**config.mk**
```make
export PLATFORM = sky130hd
export DESIGN_NAME = utf8_name_sanitizer_core_flat
export DESIGN_NICKNAME = d
export VERILOG_FILES = /design/src/uns_pkg.sv /design/src/uns_in_if.sv /design/src/uns_out_if.sv /design/src/uns_cfg_if.sv /design/src/uns_front.sv /design/src/uns_fifo.sv /design/src/uns_back.sv /design/src/utf8_name_sanitizer_core.sv /design/src/flat_wrapper.sv
export SDC_FILE = /design/constraint.sdc
export NUM_CORES = 1
export LEC_CHECK = 0
export BUFFER_PORTS_ARGS = -buffer_cell sky130_fd_sc_hd__buf_2
export CAP_MARGIN = 20
export CORE_MARGIN = 5
export CORE_UTILIZATION = 45
export DETAILED_ROUTE_END_ITERATION = 7
export GPL_TIMING_DRIVEN = 1
export SYNTH_ARGS = -nofsm -noshare
export SYNTH_HDL_FRONTEND = slang
export SYNTH_SLANG_ARGS = --single-unit
```
**constraint.sdc**
```tcl
create_clock -name clk -period 7.43 [get_ports clk]
set_clock_uncertainty 0.15 [all_clocks]
set_input_delay 0.3715 -clock clk [delete_from_list [all_inputs] [get_ports clk]]
set_output_delay 0.3715 -clock clk [all_outputs]
set_load 0.01 [all_outputs]
```
**src/uns_pkg.sv**
```systemverilog
// Package for the UTF-8 name sanitizer: byte constants, byte classes and
// the queue entry type. No dependencies.
package uns_pkg;

	localparam int FIFO_DEPTH = 4;

	localparam logic [7:0] LIMIT_RESET = 8'd63;

	localparam logic [7:0] CONT_MASK  = 8'hC0;
	localparam logic [7:0] CONT_TAG   = 8'h80;
	localparam logic [7:0] PRINT_LO   = 8'h20;
	localparam logic [7:0] PRINT_END  = 8'h7F;
	localparam logic [7:0] LEAD2_LO   = 8'hC2;
	localparam logic [7:0] LEAD2_HI   = 8'hDF;
	localparam logic [7:0] LEAD3_LO   = 8'hE0;
	localparam logic [7:0] LEAD3_HI   = 8'hEF;
	localparam logic [7:0] LEAD4_LO   = 8'hF0;
	localparam logic [7:0] LEAD4_HI   = 8'hF4;
	localparam logic [7:0] CHAR_PIPE  = 8'h7C;
	localparam logic [7:0] CHAR_SPACE = 8'h20;

	typedef enum logic [2:0] {
		CLS_DROP,
		CLS_PRINT,
		CLS_SPACE,
		CLS_LEAD2,
		CLS_LEAD3,
		CLS_LEAD4,
		CLS_CONT
	} byte_cls_t;

	typedef struct packed {
		logic [7:0] data_byte;
		logic       last;
		byte_cls_t  cls;
	} item_t;

endpackage

```
**src/uns_in_if.sv**
```systemverilog
// Input byte channel of the name sanitizer.
// Depends on nothing.
interface uns_in_if;
	logic       valid;
	logic       ready;
	logic [7:0] data_byte;
	logic       last;

	modport source (output valid, output data_byte, output last, input ready);
	modport sink (input valid, input data_byte, input last, output ready);
endinterface

```
**src/uns_out_if.sv**
```systemverilog
// Result channel of the name sanitizer.
// Depends on nothing.
interface uns_out_if;
	logic        valid;
	logic        ready;
	logic [7:0]  spaces_before;
	logic [31:0] char_bytes;
	logic [2:0]  char_len;
	logic        done_res;

	modport source (output valid, output spaces_before, output char_bytes,
		output char_len, output done_res, input ready);
	modport sink (input valid, input spaces_before, input char_bytes,
		input char_len, input done_res, output ready);
endinterface

```
**src/uns_cfg_if.sv**
```systemverilog
// Configuration write channel: carries the length limit.
// Depends on nothing.
interface uns_cfg_if;
	logic       valid;
	logic       ready;
	logic [7:0] length_limit;

	modport source (output valid, output length_limit, input ready);
	modport sink (input valid, input length_limit, output ready);
endinterface

```
**src/uns_front.sv**
```systemverilog
// Front end: takes input bytes and tags each with its byte class.
// Depends on uns_pkg and uns_in_if.
module uns_front (
	uns_in_if.sink         byte_in,
	input  logic           q_full,
	output logic           q_push,
	output uns_pkg::item_t q_item
);

	uns_pkg::byte_cls_t cls;

	always_comb begin
		logic [7:0] b;
		b = byte_in.data_byte;
		if ((b & uns_pkg::CONT_MASK) == uns_pkg::CONT_TAG) begin
			cls = uns_pkg::CLS_CONT;
		end else if (b == uns_pkg::CHAR_SPACE) begin
			cls = uns_pkg::CLS_SPACE;
		end else if (b > uns_pkg::PRINT_LO && b < uns_pkg::PRINT_END
				&& b != uns_pkg::CHAR_PIPE) begin
			cls = uns_pkg::CLS_PRINT;
		end else if (b >= uns_pkg::LEAD2_LO && b <= uns_pkg::LEAD2_HI) begin
			cls = uns_pkg::CLS_LEAD2;
		end else if (b >= uns_pkg::LEAD3_LO && b <= uns_pkg::LEAD3_HI) begin
			cls = uns_pkg::CLS_LEAD3;
		end else if (b >= uns_pkg::LEAD4_LO && b <= uns_pkg::LEAD4_HI) begin
			cls = uns_pkg::CLS_LEAD4;
		end else begin
			cls = uns_pkg::CLS_DROP;
		end
	end

	assign byte_in.ready    = !q_full;
	assign q_push           = byte_in.valid && !q_full;
	assign q_item.data_byte = byte_in.data_byte;
	assign q_item.last      = byte_in.last;
	assign q_item.cls       = cls;

endmodule

```
**src/uns_fifo.sv**
```systemverilog
// Short queue of classified bytes between front and back end.
// Depends on uns_pkg.
module uns_fifo #(
	parameter int Depth = uns_pkg::FIFO_DEPTH
) (
	input  logic           clk,
	input  logic           arst_n,
	input  logic           push,
	input  uns_pkg::item_t push_item,
	output logic           full,
	input  logic           pop,
	output logic           head_valid,
	output uns_pkg::item_t head_item
);

	localparam int AW = (Depth > 1) ? $clog2(Depth) : 1;
	localparam int CW = $clog2(Depth + 1);

	uns_pkg::item_t mem_q [Depth];
	logic [AW-1:0]  wr_ptr_q;
	logic [AW-1:0]  rd_ptr_q;
	logic [CW-1:0]  cnt_q;

	assign full       = (cnt_q == CW'(Depth));
	assign head_valid = (cnt_q != '0);
	assign head_item  = mem_q[rd_ptr_q];

	always_ff @(posedge clk) begin
		if (push) begin
			mem_q[wr_ptr_q] <= push_item;
		end
	end

	always_ff @(posedge clk or negedge arst_n) begin
		if (!arst_n) begin
			wr_ptr_q <= '0;
			rd_ptr_q <= '0;
			cnt_q    <= '0;
		end else begin
			if (push) begin
				wr_ptr_q <= (wr_ptr_q == AW'(Depth - 1)) ? '0 : wr_ptr_q + AW'(1);
			end
			if (pop) begin
				rd_ptr_q <= (rd_ptr_q == AW'(Depth - 1)) ? '0 : rd_ptr_q + AW'(1);
			end
			if (push && !pop) begin
				cnt_q <= cnt_q + CW'(1);
			end else if (pop && !push) begin
				cnt_q <= cnt_q - CW'(1);
			end
		end
	end

endmodule

```
**src/uns_back.sv**
```systemverilog
// Back end: sequence assembly, length limit, space handling, result register
// and the length limit register. Depends on uns_pkg, uns_out_if, uns_cfg_if.
module uns_back (
	input  logic           clk,
	input  logic           arst_n,
	uns_cfg_if.sink        cfg,
	input  logic           head_valid,
	input  uns_pkg::item_t head_item,
	output logic           pop,
	uns_out_if.source      char_out
);

	logic [7:0]  limit_q;
	logic [23:0] seq_bytes_q;
	logic [2:0]  seq_total_q;
	logic [1:0]  seq_have_q;
	logic [7:0]  kept_q;
	logic [7:0]  held_q;
	logic        started_q;
	logic        stopped_q;

	logic        res_valid_q;
	logic [7:0]  res_spaces_q;
	logic [31:0] res_bytes_q;
	logic [2:0]  res_len_q;
	logic        res_done_q;

	logic [23:0] n_seq_bytes;
	logic [2:0]  n_seq_total;
	logic [1:0]  n_seq_have;
	logic [7:0]  n_kept;
	logic [7:0]  n_held;
	logic        n_started;
	logic        n_stopped;
	logic        n_res_valid;
	logic [7:0]  n_res_spaces;
	logic [31:0] n_res_bytes;
	logic [2:0]  n_res_len;

	assign cfg.ready = 1'b1;
	// a byte moves on when the result slot is free or being drained
	assign pop = head_valid && (!res_valid_q || char_out.ready);

	always_comb begin
		logic        do_keep;
		logic [31:0] kbytes;
		logic [2:0]  klen;
		logic [8:0]  sum;
		logic [31:0] shifted;
		logic [7:0]  b;
		logic        emit;

		b       = head_item.data_byte;
		do_keep = 1'b0;
		kbytes  = '0;
		klen    = '0;
		sum     = '0;
		emit    = 1'b0;
		shifted = {24'b0, b} << {seq_have_q, 3'b000};

		n_seq_bytes  = seq_bytes_q;
		n_seq_total  = seq_total_q;
		n_seq_have   = seq_have_q;
		n_kept       = kept_q;
		n_held       = held_q;
		n_started    = started_q;
		n_stopped    = stopped_q;
		n_res_spaces = '0;
		n_res_bytes  = '0;
		n_res_len    = '0;

		if (!stopped_q) begin
			if (seq_total_q != '0 && head_item.cls == uns_pkg::CLS_CONT) begin
				if ({1'b0, seq_have_q} + 3'd1 >= seq_total_q) begin
					do_keep     = 1'b1;
					kbytes      = {8'b0, seq_bytes_q} | shifted;
					klen        = seq_total_q;
					n_seq_total = '0;
					n_seq_have  = '0;
					n_seq_bytes = '0;
				end else begin
					n_seq_bytes = seq_bytes_q | shifted[23:0];
					n_seq_have  = seq_have_q + 2'd1;
				end
			end else begin
				// no sequence, or a broken one: look at this byte afresh
				n_seq_total = '0;
				n_seq_have  = '0;
				n_seq_bytes = '0;
				case (head_item.cls)
					uns_pkg::CLS_PRINT, uns_pkg::CLS_SPACE: begin
						do_keep = 1'b1;
						kbytes  = {24'b0, b};
						klen    = 3'd1;
					end
					uns_pkg::CLS_LEAD2: begin
						n_seq_total = 3'd2;
						n_seq_have  = 2'd1;
						n_seq_bytes = {16'b0, b};
					end
					uns_pkg::CLS_LEAD3: begin
						n_seq_total = 3'd3;
						n_seq_have  = 2'd1;
						n_seq_bytes = {16'b0, b};
					end
					uns_pkg::CLS_LEAD4: begin
						n_seq_total = 3'd4;
						n_seq_have  = 2'd1;
						n_seq_bytes = {16'b0, b};
					end
					default: begin
					end
				endcase
			end
		end

		if (do_keep) begin
			sum = {1'b0, kept_q} + {6'b0, klen};
			if (sum > {1'b0, limit_q}) begin
				n_stopped = 1'b1;
			end else begin
				n_kept = sum[7:0];
				if (klen == 3'd1 && kbytes[7:0] == uns_pkg::CHAR_SPACE) begin
					if (started_q) begin
						n_held = held_q + 8'd1;
					end
				end else begin
					emit         = 1'b1;
					n_res_spaces = held_q;
					n_res_bytes  = kbytes;
					n_res_len    = klen;
					n_held       = '0;
					n_started    = 1'b1;
				end
			end
		end

		n_res_valid = emit || head_item.last;

		if (head_item.last) begin
			n_seq_bytes = '0;
			n_seq_total = '0;
			n_seq_have  = '0;
			n_kept      = '0;
			n_held      = '0;
			n_started   = 1'b0;
			n_stopped   = 1'b0;
		end
	end

	always_ff @(posedge clk or negedge arst_n) begin
		if (!arst_n) begin
			limit_q     <= uns_pkg::LIMIT_RESET;
			seq_bytes_q <= '0;
			seq_total_q <= '0;
			seq_have_q  <= '0;
			kept_q      <= '0;
			held_q      <= '0;
			started_q   <= 1'b0;
			stopped_q   <= 1'b0;
			res_valid_q <= 1'b0;
		end else begin
			if (cfg.valid) begin
				limit_q <= cfg.length_limit;
			end
			if (pop) begin
				seq_bytes_q <= n_seq_bytes;
				seq_total_q <= n_seq_total;
				seq_have_q  <= n_seq_have;
				kept_q      <= n_kept;
				held_q      <= n_held;
				started_q   <= n_started;
				stopped_q   <= n_stopped;
				res_valid_q <= n_res_valid;
			end else if (char_out.ready) begin
				res_valid_q <= 1'b0;
			end
		end
	end

	always_ff @(posedge clk) begin
		if (pop) begin
			res_spaces_q <= n_res_spaces;
			res_bytes_q  <= n_res_bytes;
			res_len_q    <= n_res_len;
			res_done_q   <= head_item.last;
		end
	end

	assign char_out.valid         = res_valid_q;
	assign char_out.spaces_before = res_spaces_q;
	assign char_out.char_bytes    = res_bytes_q;
	assign char_out.char_len      = res_len_q;
	assign char_out.done_res      = res_done_q;

endmodule

```
**src/utf8_name_sanitizer_core.sv**
```systemverilog
// UTF-8 name sanitizer, top level. Uses uns_pkg, the channel interfaces,
// uns_front, uns_fifo and uns_back.
// Path: a transferred byte is written into the queue; the back end pops it and registers its result, if any.
// Throughput: one byte per cycle while the result slot is free or being drained.
// The queue of FifoDepth entries absorbs output stalls.
// Reset (arst_n low): queue empty, name state cleared, length limit back to 63.
module utf8_name_sanitizer_core #(
	parameter int FifoDepth = uns_pkg::FIFO_DEPTH
) (
	input  logic      clk,
	input  logic      arst_n,
	uns_in_if.sink    byte_in,
	uns_cfg_if.sink   cfg,
	uns_out_if.source char_out
);

	// Front end -> queue: one classified byte per input transfer.
	logic           q_full;
	logic           q_push;
	uns_pkg::item_t q_in_item;

	// Queue -> back end: head entry, popped when the result slot frees up.
	logic           q_valid;
	logic           q_pop;
	uns_pkg::item_t q_head;

	uns_front u_front (
		.byte_in (byte_in),
		.q_full  (q_full),
		.q_push  (q_push),
		.q_item  (q_in_item)
	);

	uns_fifo #(
		.Depth (FifoDepth)
	) u_fifo (
		.clk        (clk),
		.arst_n     (arst_n),
		.push       (q_push),
		.push_item  (q_in_item),
		.full       (q_full),
		.pop        (q_pop),
		.head_valid (q_valid),
		.head_item  (q_head)
	);

	// Back end owns the name state, the limit register and the result
	// register; the result register lets the next byte proceed while the
	// current result is being taken.
	uns_back u_back (
		.clk        (clk),
		.arst_n     (arst_n),
		.cfg        (cfg),
		.head_valid (q_valid),
		.head_item  (q_head),
		.pop        (q_pop),
		.char_out   (char_out)
	);

	// Back end never pops an empty queue.
	assert property (@(posedge clk) disable iff (!arst_n) q_pop |-> q_valid)
		else $error("pop from empty queue");

	// Front end never pushes into a full queue.
	assert property (@(posedge clk) disable iff (!arst_n) q_push |-> !q_full)
		else $error("push into full queue");

	// An ending-only result carries no character and no spaces.
	assert property (@(posedge clk) disable iff (!arst_n)
		(char_out.valid && char_out.char_len == 3'd0) |->
			(char_out.done_res && char_out.char_bytes == 32'd0
			&& char_out.spaces_before == 8'd0))
		else $error("empty result without end mark or with payload");

	// Character length is at most four bytes.
	assert property (@(posedge clk) disable iff (!arst_n)
		char_out.valid |-> (char_out.char_len <= 3'd4))
		else $error("character length out of range");

endmodule
```
**src/flat_wrapper.sv**
```systemverilog
// flat-port wrapper written by rule: the top's interface ports become plain ports
module utf8_name_sanitizer_core_flat 
#(
	parameter int FifoDepth = uns_pkg::FIFO_DEPTH
)
  (clk, arst_n, byte_in_valid, byte_in_data_byte, byte_in_last, byte_in_ready, cfg_valid, cfg_length_limit, cfg_ready, char_out_valid, char_out_spaces_before, char_out_char_bytes, char_out_char_len, char_out_done_res, char_out_ready);
  uns_in_if byte_in_i ();
  uns_cfg_if cfg_i ();
  uns_out_if char_out_i ();
  input  logic clk;
  input  logic arst_n;
  input wire logic [$bits(byte_in_i.valid)-1:0] byte_in_valid;
  input wire logic [$bits(byte_in_i.data_byte)-1:0] byte_in_data_byte;
  input wire logic [$bits(byte_in_i.last)-1:0] byte_in_last;
  output wire logic [$bits(byte_in_i.ready)-1:0] byte_in_ready;
  input wire logic [$bits(cfg_i.valid)-1:0] cfg_valid;
  input wire logic [$bits(cfg_i.length_limit)-1:0] cfg_length_limit;
  output wire logic [$bits(cfg_i.ready)-1:0] cfg_ready;
  output wire logic [$bits(char_out_i.valid)-1:0] char_out_valid;
  output wire logic [$bits(char_out_i.spaces_before)-1:0] char_out_spaces_before;
  output wire logic [$bits(char_out_i.char_bytes)-1:0] char_out_char_bytes;
  output wire logic [$bits(char_out_i.char_len)-1:0] char_out_char_len;
  output wire logic [$bits(char_out_i.done_res)-1:0] char_out_done_res;
  input wire logic [$bits(char_out_i.ready)-1:0] char_out_ready;
  assign byte_in_i.valid = byte_in_valid;
  assign byte_in_i.data_byte = byte_in_data_byte;
  assign byte_in_i.last = byte_in_last;
  assign byte_in_ready = byte_in_i.ready;
  assign cfg_i.valid = cfg_valid;
  assign cfg_i.length_limit = cfg_length_limit;
  assign cfg_ready = cfg_i.ready;
  assign char_out_valid = char_out_i.valid;
  assign char_out_spaces_before = char_out_i.spaces_before;
  assign char_out_char_bytes = char_out_i.char_bytes;
  assign char_out_char_len = char_out_i.char_len;
  assign char_out_done_res = char_out_i.done_res;
  assign char_out_i.ready = char_out_ready;
  utf8_name_sanitizer_core #(.FifoDepth(FifoDepth)) u_core (.clk(clk), .arst_n(arst_n), .byte_in(byte_in_i), .cfg(cfg_i), .char_out(char_out_i));
endmodule
```
======== Yosys cells after proc, flatten, opt, wreduce, memory -nomap -nowiden ========
Memories as Yosys holds them, arrays and structs flattened.
Index checks and enable logic that the tools add are counted.
storage, ports and cells
  bits in registers ....................... 107
  RAM bits ................................ 48
  input bits .............................. 22
  output and inout port bits .............. 47
  logic and storage cells ................. 151
  memories ................................ 1
operators by class
  add/subtract/negate cells ............... 8
  order comparisons ....................... 10
  equal/unequal tests ..................... 19
  shift-type cells ........................ 1
  muxes and demuxes ....................... 59
  bitwise logic cells ..................... 3
  reductions and logical operators ........ 33
memory list
  name                 words  width  rd ports  clocked after memory_dff  wr ports  RTL line        RTL
  u_core.u_fifo.mem_q  4      12     1         0                         1         uns_fifo.sv:19  uns_pkg::item_t mem_q [Depth];
operator list
  kind                                                   number
  2-to-1 mux 24 bit                                      4
  2-to-1 mux 8 bit                                       11
  2-to-1 mux 32 bit                                      2
  2-to-1 mux 3 bit                                       15
  OR 24 x 32 -> 32 bit                                   1
  left shift 8 x 5 -> 32 bit                             1
  >= comparator 8 bit, second input constant             3
  less-or-equal comparator 8 bit, second input constant  3
  OR 24 bit                                              1
  2-to-1 mux 1 bit                                       20
  == test 8 x 6 -> 1 bit, second input constant          2
  == test 3 bit, second input constant                   4
  2-to-1 mux 2 bit                                       6
  logical AND 1 bit                                      11
  adder 8 x 3 -> 9 bit                                   1
  > comparator 9 x 8 -> 1 bit                            1
  case mux 3 bit (3 select lines)                        1
  AND reduction 3 bit                                    3
  adder 8 x 1 -> 8 bit, second input constant            1
  > comparator 8 x 6 -> 1 bit, second input constant     1
  < comparator 8 x 7 -> 1 bit, second input constant     1
  != test 8 x 7 -> 1 bit, second input constant          1
  AND reduction 4 bit                                    2
  nonzero test 2 bit                                     4
  19 further kinds                                       33

======== Depth between registers and ports, before layout ========
Gate-level depths: netlist of run 1.
An unclocked memory read counts as a cell.
  depth in word-level cells ............... 13
  gate-level depth with buffers ........... 24
  gate-level depth less buffers ........... 22

======== By module ========
A second synthesis of run 1 with hierarchy kept.
second synthesis, totals
  cell total of the unflattened synthesis .. 616
  area, all modules ....................... 7390.8 um^2
modules (own cells, without submodules)
  module     times used  cells each  area an instance (um^2)  seq. area each (um^2)
  uns_back   1           490         5016.1                   2730.1
  uns_fifo   1           100         2177.1                   1616.6
  uns_front  1           26          197.7                    0.0

======== Worst setup path after synthesis of run 1 ========
No wires, ideal clock.
  path kind ............................... register to register
  start ................................... register u_core.u_back.seq_have_q[0]
  end ..................................... register u_core.u_back.held_q[0]
  setup time .............................. 0.125 ns
  arrival ................................. 4.904 ns
  required time ........................... 7.155 ns
  slack ................................... 2.251 ns
  cell stages (with the launch flop) ...... 24
  path buffers ............................ 2
  clock period less this slack ............ 5.179 ns
  cells stage by stage .................... dfrtp_1 -> ha_1 -> ha_1 -> nand2_1 -> a21oi_1 -> o221ai_2 -> or2_2 -> clkbuf_1 -> nor2_1 -> ha_1 -> a21o_1 -> a21oi_1 -> nor2b_1 -> nand4_1 -> xnor2_1 -> ha_1 -> nand4_1 -> nor3_1 -> a2111oi_0 -> a211o_1 -> a21o_1 -> buf_2 -> a31o_1 -> mux2_2
between the ends
  cells in the longest elaborated chain, start to end .. 11
  elaborated cells between the ends (all ways) .. 26
  classes of those cells .................. add/sub (2); order compare (2); eq/ne (4); shift (1); mux (13); bitwise (1); reduce/logical (3)
RTL lines
  element                                                                        RTL line         RTL
  start: declaration                                                             uns_back.sv:16   logic [1:0] seq_have_q;
  start signal: assignment                                                       uns_back.sv:169  seq_have_q <= n_seq_have;
  parallel branches: the longest is 11 deep, another holds adder 8 x 3 -> 9 bit  -
  end signal: assignment                                                         uns_back.sv:171  held_q <= n_held;
  end: declaration                                                               uns_back.sv:18   logic [7:0] held_q;
Several ways; the timed one is not identified. The select of a mux whose other input is x is not followed.
A chain may end at the register's enable or synchronous reset.

======== Worst setup path after layout of run 1 ========
  start ................................... register u_core.u_fifo.rd_ptr_q[1]
  end ..................................... register u_core.u_back.held_q[0]
between the ends
  cells in the longest elaborated chain, start to end .. 12
  elaborated cells between the ends (all ways) .. 31
  classes of those cells .................. add/sub (1); order compare (1); eq/ne (7); shift (1); mux (14); bitwise (1); reduce/logical (5); memory (1)
RTL lines
  element                                                                        RTL line        RTL
  start: declaration                                                             uns_fifo.sv:21  logic [AW-1:0] rd_ptr_q;
  start signal: assignment                                                       uns_fifo.sv:44  rd_ptr_q <= (rd_ptr_q == AW'(Depth - 1)) ? '0 : rd_ptr_q + AW'(1);
  memory read (4 x 12 bit) *                                                     -
  parallel branches: the longest is 11 deep, another holds adder 8 x 3 -> 9 bit  -
Mark *: on every way between the ends. The select of a mux whose other input is x is not followed.

==> reports/qor.csv, run 1 <==
metric,value,unit
min-delay-start,cfg_length_limit[1],
finalWeightedCongestion,0.879,
fin_tns_setup,0,ps
grt_pass1_wl,24600,µm
crit_buf_inv,0,
number_of_clock_buffers_inserted_by_tritoncts,17,
pwr_density_cell,392,mW/mm²
total_inserted_antenna_cells,0,
post_drt_via_cell_ratio,5.45,
holdPathStages,3,
asyncSetResetFlopFracSynth,0.406,
worstReg2RegEnd,u_core.u_back.held_q[0],
leakage_power,3.46,nW
share_of_the_clock_period_used_by_the_worst_path,0.868,
portBuffers,67,
worst_hold_path_type,input port to flop,
worstReg2RegStart,u_core.u_fifo.rd_ptr_q[1],
clock_transition_at_path_regs,70,ps
run_status,completed,
initialDrtViolationCount,287,
fmax,155,MHz
antenna_found_initial,0,
globalRoute.totalOverflow,0,
synthDistinctLibCells,67,
cts.hold.buffers_added,3,
cts_resized,0,
floorplan.rows,46,
worstSetupPathType,flop to flop,
fin_hold_ws,23.3,ps
worst_setup_sp_type,flop,
dr_pass1_iterations,5,
fraction_of_the_yosys_area_taken_by_sequential_cells,0.601,
num-fill-cells,1398,
timing.hold.worst_endpoint,u_core.u_back.limit_q[1],
worst_path_max_delay_cell,sky130_fd_sc_hd__a2111oi_0,
hold_violations,0,
die_area,0.0187,mm²
place.detailed.instances,852,
timing.critical_path.slowest_cell_delay,750,ps
final-instance-count-excl-fill,887,
regToRegSetupSlack,980,ps
cp_top_family,compound AO/OA/AOI/OAI gates,
core_area,0.0158,mm²
dp_slack,1030,ps
top_ff_cell_synth,sky130_fd_sc_hd__edfxtp_1,
final_max_slew_viol_count,0,
critPathRequiredTime,7590,ps
finalWirelength,15000,µm
ant_nets,0,
first_global_vias,4790,
most_frequent_cells_in_the_layout,"sky130_fd_sc_hd__edfxtp_1, sky130_fd_sc_hd__buf_2, sky130_fd_sc_hd__nor2_1",
ioPinCount,69,
die-width,137,µm
clock_latency_of_the_later_clocked_register_in_the_worst_skew_pair,420,ps
register_bit_total_from_synthesis,155,
ys_warn_count,0,
max_slew.worst_pin.slew,995,ps
synth_cells,592,
finish.utilization,0.526,
groute.usage.overall,0.171,
path_max_fanout,20,
grt_setup_unrepaired,false,
critical_path.cell_chain,or3b_1 > a211oi_2 > o221ai_2 > or2_2 > nor2_1 > ha_1 > a21o_1 > a21oi_1 > nor2b_1 > nand4_1 > xnor2_1 > ha_1 > nand4_1 > nor3_1 > a2111oi_0 > a211o_1 > a21o_1 > nor4_4 > mux2_2,
grt_max_degree,64,
cts.sinks,155,
critical_path_arrival,6610,ps
routedWlPerCell,16.9,µm
remaining_drc_errors,0,
syn-num-nets,638,
timing.max_cap.violations,0,
buffer_levels_on_the_longest_clock_path,2,
dpl.hpwl,10400,µm
syn2layout_area_growth,15.2,%
drive_above_1_share,0.215,
timing.final.setup_violations,0,
post_synth.cell_area_avg,12.2,µm²
reg2reg_depth,19,
synth_edf_count,92,
cts.htree.levels,4,
routed-via-count,4831,
layout_commonest_cell,sky130_fd_sc_hd__edfxtp_1,
clk_root_buffer_cell,sky130_fd_sc_hd__clkbuf_16,
power.ir.vdd_worst,173,µV
cts.repair_timing.setup_buffer_count,0,
tritoncts,done,
post-route-min-period,6450,ps
post_synth_instance_area,0.00723,mm²
critPathCaptureType,flop,
num-nets-final,704,
max_slew_margin,0.335,
layout_setup_ws,978,ps
initial_core_util,0.457,
fp.dieH,137,µm
==> how the worst max path moves through the flow <==
stage | start | end | slack (ps) | cells after the start
floorplan | u_core.u_back.seq_have_q[0] | u_core.u_back.held_q[0] | 2250 | 23
CTS | u_core.u_fifo.rd_ptr_q[1] | u_core.u_back.held_q[0] | 990 | 19
global placement | u_core.u_fifo.rd_ptr_q[1] | u_core.u_back.held_q[0] | 1190 | 19
detailed placement | u_core.u_fifo.rd_ptr_q[1] | u_core.u_back.held_q[0] | 1030 | 19
global route | u_core.u_fifo.rd_ptr_q[1] | u_core.u_back.held_q[4] | 410 | 20
finish | u_core.u_fifo.rd_ptr_q[1] | u_core.u_back.held_q[0] | 980 | 19
==> per-layer routing <==
| metal | wire length (µm) | up-vias | part of all wire | GRT usage |
|---|---|---|---|---|
| met4 | 244 | 0 | 0.016 | 0.0677 |
| met3 | 755 | 20 | 0.050 | 0.0360 |
| met5 | 0 | - | 0 | 0 |
| met2 | 7290 | 130 | 0.49 | 0.275 |
| met1 | 6700 | 2375 | 0.45 | 0.229 |
| li1 | - | 2306 | - | - |
==> worst min-delay path, stage by stage <==
cell and delay (ps):
sky130_fd_sc_hd__buf_2 70, sky130_fd_sc_hd__nand2_1 40, sky130_fd_sc_hd__o21ai_0 70
==> final cells by class <==
cell class / count / area, µm² / area share
inverters: 34 / 128 / 0.0153
repair buffers: 73 / 388 / 0.0466
flip-flops and latches: 155 / 4350 / 0.522
clock inverters: 15 / 150 / 0.0180
multi-input cells: 377 / 2620 / 0.315
well taps: 216 / 270 / 0.0325
clock buffers: 17 / 425 / 0.0511
==> kinds of logic (layout without fill, tap and decap cells) <==
logic type                 Yosys count  count (layout)  share of synthesized area
AOI/OAI and AO/OA                  138             138                      0.128
other                                1               1                   0.000519
DFF                                155             155                      0.601
buffers and inverters               60             139                     0.0370
xor gates and xnor gates            10              10                     0.0121
muxes                               20              20                     0.0459
and+or+nand+nor                    184             184                      0.131
adders and majority gates           24              24                     0.0436
==> cell usage after synthesis (11+ instances only) <==
cell type / count / area, µm²
sky130_fd_sc_hd__o21ai_0: 20 / 100
sky130_fd_sc_hd__dfrtp_1: 57 / 1430
sky130_fd_sc_hd__nand2_1: 34 / 128
sky130_fd_sc_hd__and2_1: 11 / 68.8
sky130_fd_sc_hd__a22o_1: 19 / 166
sky130_fd_sc_hd__edfxtp_1: 92 / 2760
sky130_fd_sc_hd__nor3_1: 20 / 100
sky130_fd_sc_hd__ha_1: 22 / 275
sky130_fd_sc_hd__nor2_1: 63 / 236
sky130_fd_sc_hd__a21oi_1: 51 / 255
sky130_fd_sc_hd__inv_1: 33 / 124
==> state kept, by name (all words and copies together) (netlist names), 3 cells and up <==
register                              flops
u_core.u_back.char_out.char_bytes        32
u_core.u_back.kept_q                      8
u_core.u_fifo.mem_q                      48
u_core.u_back.held_q                      8
u_core.u_back.limit_q                     8
u_core.u_back.seq_bytes_q                24
u_core.u_back.char_out.spaces_before      8
u_core.u_fifo.cnt_q                       3
u_core.u_back.seq_total_q                 3
u_core.u_back.char_out.char_len           3
==> where the power goes <==
| part | switching [mW] | leakage (nW) | internal (mW) |
|---|---|---|---|
| Sequential | 0.128 | 1.73 | 1.16 |
| Clock | 0.374 | 0.276 | 0.473 |
| Combinational | 0.737 | 1.45 | 0.396 |
| Total | 1.24 | 3.46 | 2.03 |
==> through the flow <==
| step | cell area [µm²] | total power [mW] |
|---|---|---|
| after floorplan | 7230 | 2.09 |
| after global placement | 7720 | 2.40 |
| after detailed placement | 7720 | 2.44 |
| after CTS | 8330 | 3.29 |
| after global routing | 8330 | 3.46 |
| final | 8330 | 3.26 |
No activity file was read; power rests on OpenSTA's default activity.
==> inputs of run 2 (changes only) <==
--- a/config.mk
+++ b/config.mk
@@ -7,10 +7,11 @@
 export LEC_CHECK = 0
 export BUFFER_PORTS_ARGS = -buffer_cell sky130_fd_sc_hd__buf_2
 export CAP_MARGIN = 20
-export CORE_MARGIN = 5
+export CORE_MARGIN = 4
 export CORE_UTILIZATION = 45
 export DETAILED_ROUTE_END_ITERATION = 7
 export GPL_TIMING_DRIVEN = 1
+export PLACE_DENSITY = 0.7
 export SYNTH_ARGS = -nofsm -noshare
 export SYNTH_HDL_FRONTEND = slang
 export SYNTH_SLANG_ARGS = --single-unit
==> reports/qor.csv, run 2 (synthesis gave the netlist of run 1 again) <==
metric,value,unit
run_status,completed,
routed-via-count,4847,
grt_max_degree,64,
buffer_levels_on_the_longest_clock_path,2,
largest_register,u_core.u_fifo.mem_q,
worstReg2RegEnd,u_core.u_back.held_q[4],
clk_root_buffer_cell,sky130_fd_sc_hd__clkbuf_16,
drive_above_1_share,0.214,
worstReg2RegStart,u_core.u_fifo.rd_ptr_q[1],
fmax,156,MHz
regToRegSetupSlack,1040,ps
post_drt_via_cell_ratio,5.45,
cp_top_family,compound AO/OA/AOI/OAI gates,
timing.critical_path.slowest_cell_delay,690,ps
grt_pass1_wl,23900,µm
fp.dieH,135,µm
fin_tns_setup,0,ps
worst_path_max_delay_cell,sky130_fd_sc_hd__dfrtp_1,
number_of_clock_buffers_inserted_by_tritoncts,17,
cts_resized,0,
timing.hold.worst_endpoint,u_core.u_back.limit_q[4],
finalWirelength,14600,µm
worstSetupPathType,flop to flop,
worst_setup_sp_type,flop,
most_frequent_cells_in_the_layout,"sky130_fd_sc_hd__edfxtp_1, sky130_fd_sc_hd__buf_2, sky130_fd_sc_hd__nor2_1",
pwr_density_cell,392,mW/mm²
layout_commonest_cell,sky130_fd_sc_hd__edfxtp_1,
routedWlPerCell,16.5,µm
initial_core_util,0.457,
final_max_slew_viol_count,0,
ioPinCount,69,
portBuffers,67,
finish.utilization,0.528,
reg2reg_depth,20,
die_area,0.0182,mm²
clock_transition_at_path_regs,70,ps
groute.usage.overall,0.167,
netSwitchingFraction,0.369,
initialDrtViolationCount,417,
syn2layout_area_growth,15.7,%
clock_latency_of_the_later_clocked_register_in_the_worst_skew_pair,420,ps
leakage_power,3.48,nW
first_global_vias,4789,
grt_setup_unrepaired,false,
net_sw_power,1.21,mW
core_area,0.0158,mm²
crit_buf_inv,0,
cts.htree.levels,4,
hold_violations,0,
cts.sinks,155,
globalRoute.totalOverflow,0,
dr_pass1_iterations,5,
ant_nets,0,
holdPathStages,3,
worst_hold_path_type,input port to flop,
tritoncts,done,
timing.final.setup_violations,0,
num-nets-final,706,
pwr-share-seq,0.392,
finalWeightedCongestion,0.905,
antenna_found_initial,0,
dpl.hpwl,10200,µm
post-route-min-period,6390,ps
max_slew.worst_pin.slew,984,ps
internal_power,2.07,mW
timing.max_cap.violations,0,
floorplan.rows,46,
critical_path.cell_chain,or3b_1 > a211oi_2 > o221ai_2 > or2_2 > nor2_1 > ha_1 > a21o_1 > a21oi_1 > nor2b_1 > nand4_1 > xnor2_1 > ha_1 > nand4_1 > nor3_1 > a2111oi_0 > a211o_1 > a21o_1 > nor4b_1 > o211ai_1 > nand2_1,
p_comb_frac,0.342,
min-delay-start,cfg_length_limit[4],
cts.repair_timing.setup_buffer_count,0,
total_inserted_antenna_cells,0,
clock_power_share,0.266,
largest_reg_flops,48,
max_slew_margin,0.340,
critPathCaptureType,flop,
critical_path_arrival,6550,ps
path_max_fanout,20,
power.ir.vdd_worst,259,µV
remaining_drc_errors,0,
critPathRequiredTime,7590,ps
die-width,135,µm
share_of_the_clock_period_used_by_the_worst_path,0.861,
## run 2: changes by cell type in the layout (fill, tap and decap cells not counted)
| cell | previous run | this run |
|---|---|---|
| sky130_fd_sc_hd__inv_8 | 2 | 3 |
| sky130_fd_sc_hd__clkbuf_8 | 0 | 1 |
| sky130_fd_sc_hd__clkinv_2 | 1 | 2 |
| sky130_fd_sc_hd__a31oi_1 | 2 | 3 |
| sky130_fd_sc_hd__clkbuf_4 | 0 | 1 |
| sky130_fd_sc_hd__bufinv_16 | 1 | 2 |
| sky130_fd_sc_hd__dlygate4sd3_1 | 3 | 4 |
| sky130_fd_sc_hd__a31oi_2 | 1 | 0 |
| sky130_fd_sc_hd__inv_6 | 8 | 3 |
| sky130_fd_sc_hd__clkinvlp_4 | 3 | 4 |
## run 2: worst max-delay path by stage
| stage | start | to | slack (ps) | depth (start not counted) |
|---|---|---|---|---|
| final | u_core.u_fifo.rd_ptr_q[1] | u_core.u_back.held_q[4] | 1040 | 20 |
| after global routing | u_core.u_fifo.rd_ptr_q[1] | u_core.u_back.held_q[5] | 440 | 20 |
| after CTS | u_core.u_fifo.rd_ptr_q[1] | u_core.u_back.held_q[4] | 1090 | 20 |
| after detailed placement | u_core.u_fifo.rd_ptr_q[1] | u_core.u_back.held_q[4] | 1120 | 20 |
| after global placement | u_core.u_fifo.rd_ptr_q[1] | u_core.u_back.held_q[5] | 1210 | 20 |
| after floorplan | u_core.u_back.seq_have_q[0] | u_core.u_back.held_q[0] | 2250 | 23 |
## run 2: layout make-up
type	count	area [µm²]
clock buffers	18	439
clock inverters	14	160
repair buffers	75	405
well taps	216	270
multi-input cells	377	2610
fillers	1336	7470
flip-flops and latches	155	4350
inverters	34	128
## run 2: power by group through the flow
stage | combinational (mW) | sequential (mW) | clock [mW]
2_1_floorplan | 0.798 | 1.29 | 0
3_3_place_gp | 1.08 | 1.29 | 0
3_5_place_dp | 1.11 | 1.30 | 0
4_1_cts | 1.12 | 1.29 | 0.887
5_1_grt | 1.24 | 1.31 | 0.918
6_report | 1.12 | 1.28 | 0.870
## run 2: routing by layer
| layer | vias up | track usage | share of wire |
|---|---|---|---|
| li1 | 2314 | - | - |
| met1 | 2361 | 0.220 | 0.44 |
| met2 | 151 | 0.267 | 0.49 |
| met3 | 21 | 0.0402 | 0.053 |
| met4 | 0 | 0.0690 | 0.016 |
| met5 | - | 0 | 0 |
## run 2: through the flow
step                cell area, µm²  setup slack (ps)  std cells  hold slack (ps)  power (mW)
floorplan                     7230              2250        592            -74.1        2.09
finish                        8360              1040        889             28.0        3.27
global placement              7710              1210        852              329        2.37
global route                  8360               436        889             11.8        3.47
CTS                           8350              1090        888             5.46        3.29
detailed placement            7710              1120        852              333        2.42
## run 2: worst min-delay path: stages
cell and delay (ps):
sky130_fd_sc_hd__buf_2 80, sky130_fd_sc_hd__nand2_1 40, sky130_fd_sc_hd__o21ai_0 70
## run 2: repair_timing
| action | 4_1_cts | 5_1_grt |
|---|---|---|
| hold buffers | 4 | 0 |
| endpoints found under the hold margin | 25 | 0 |
| setup endpoints to repair | 0 | 0 |
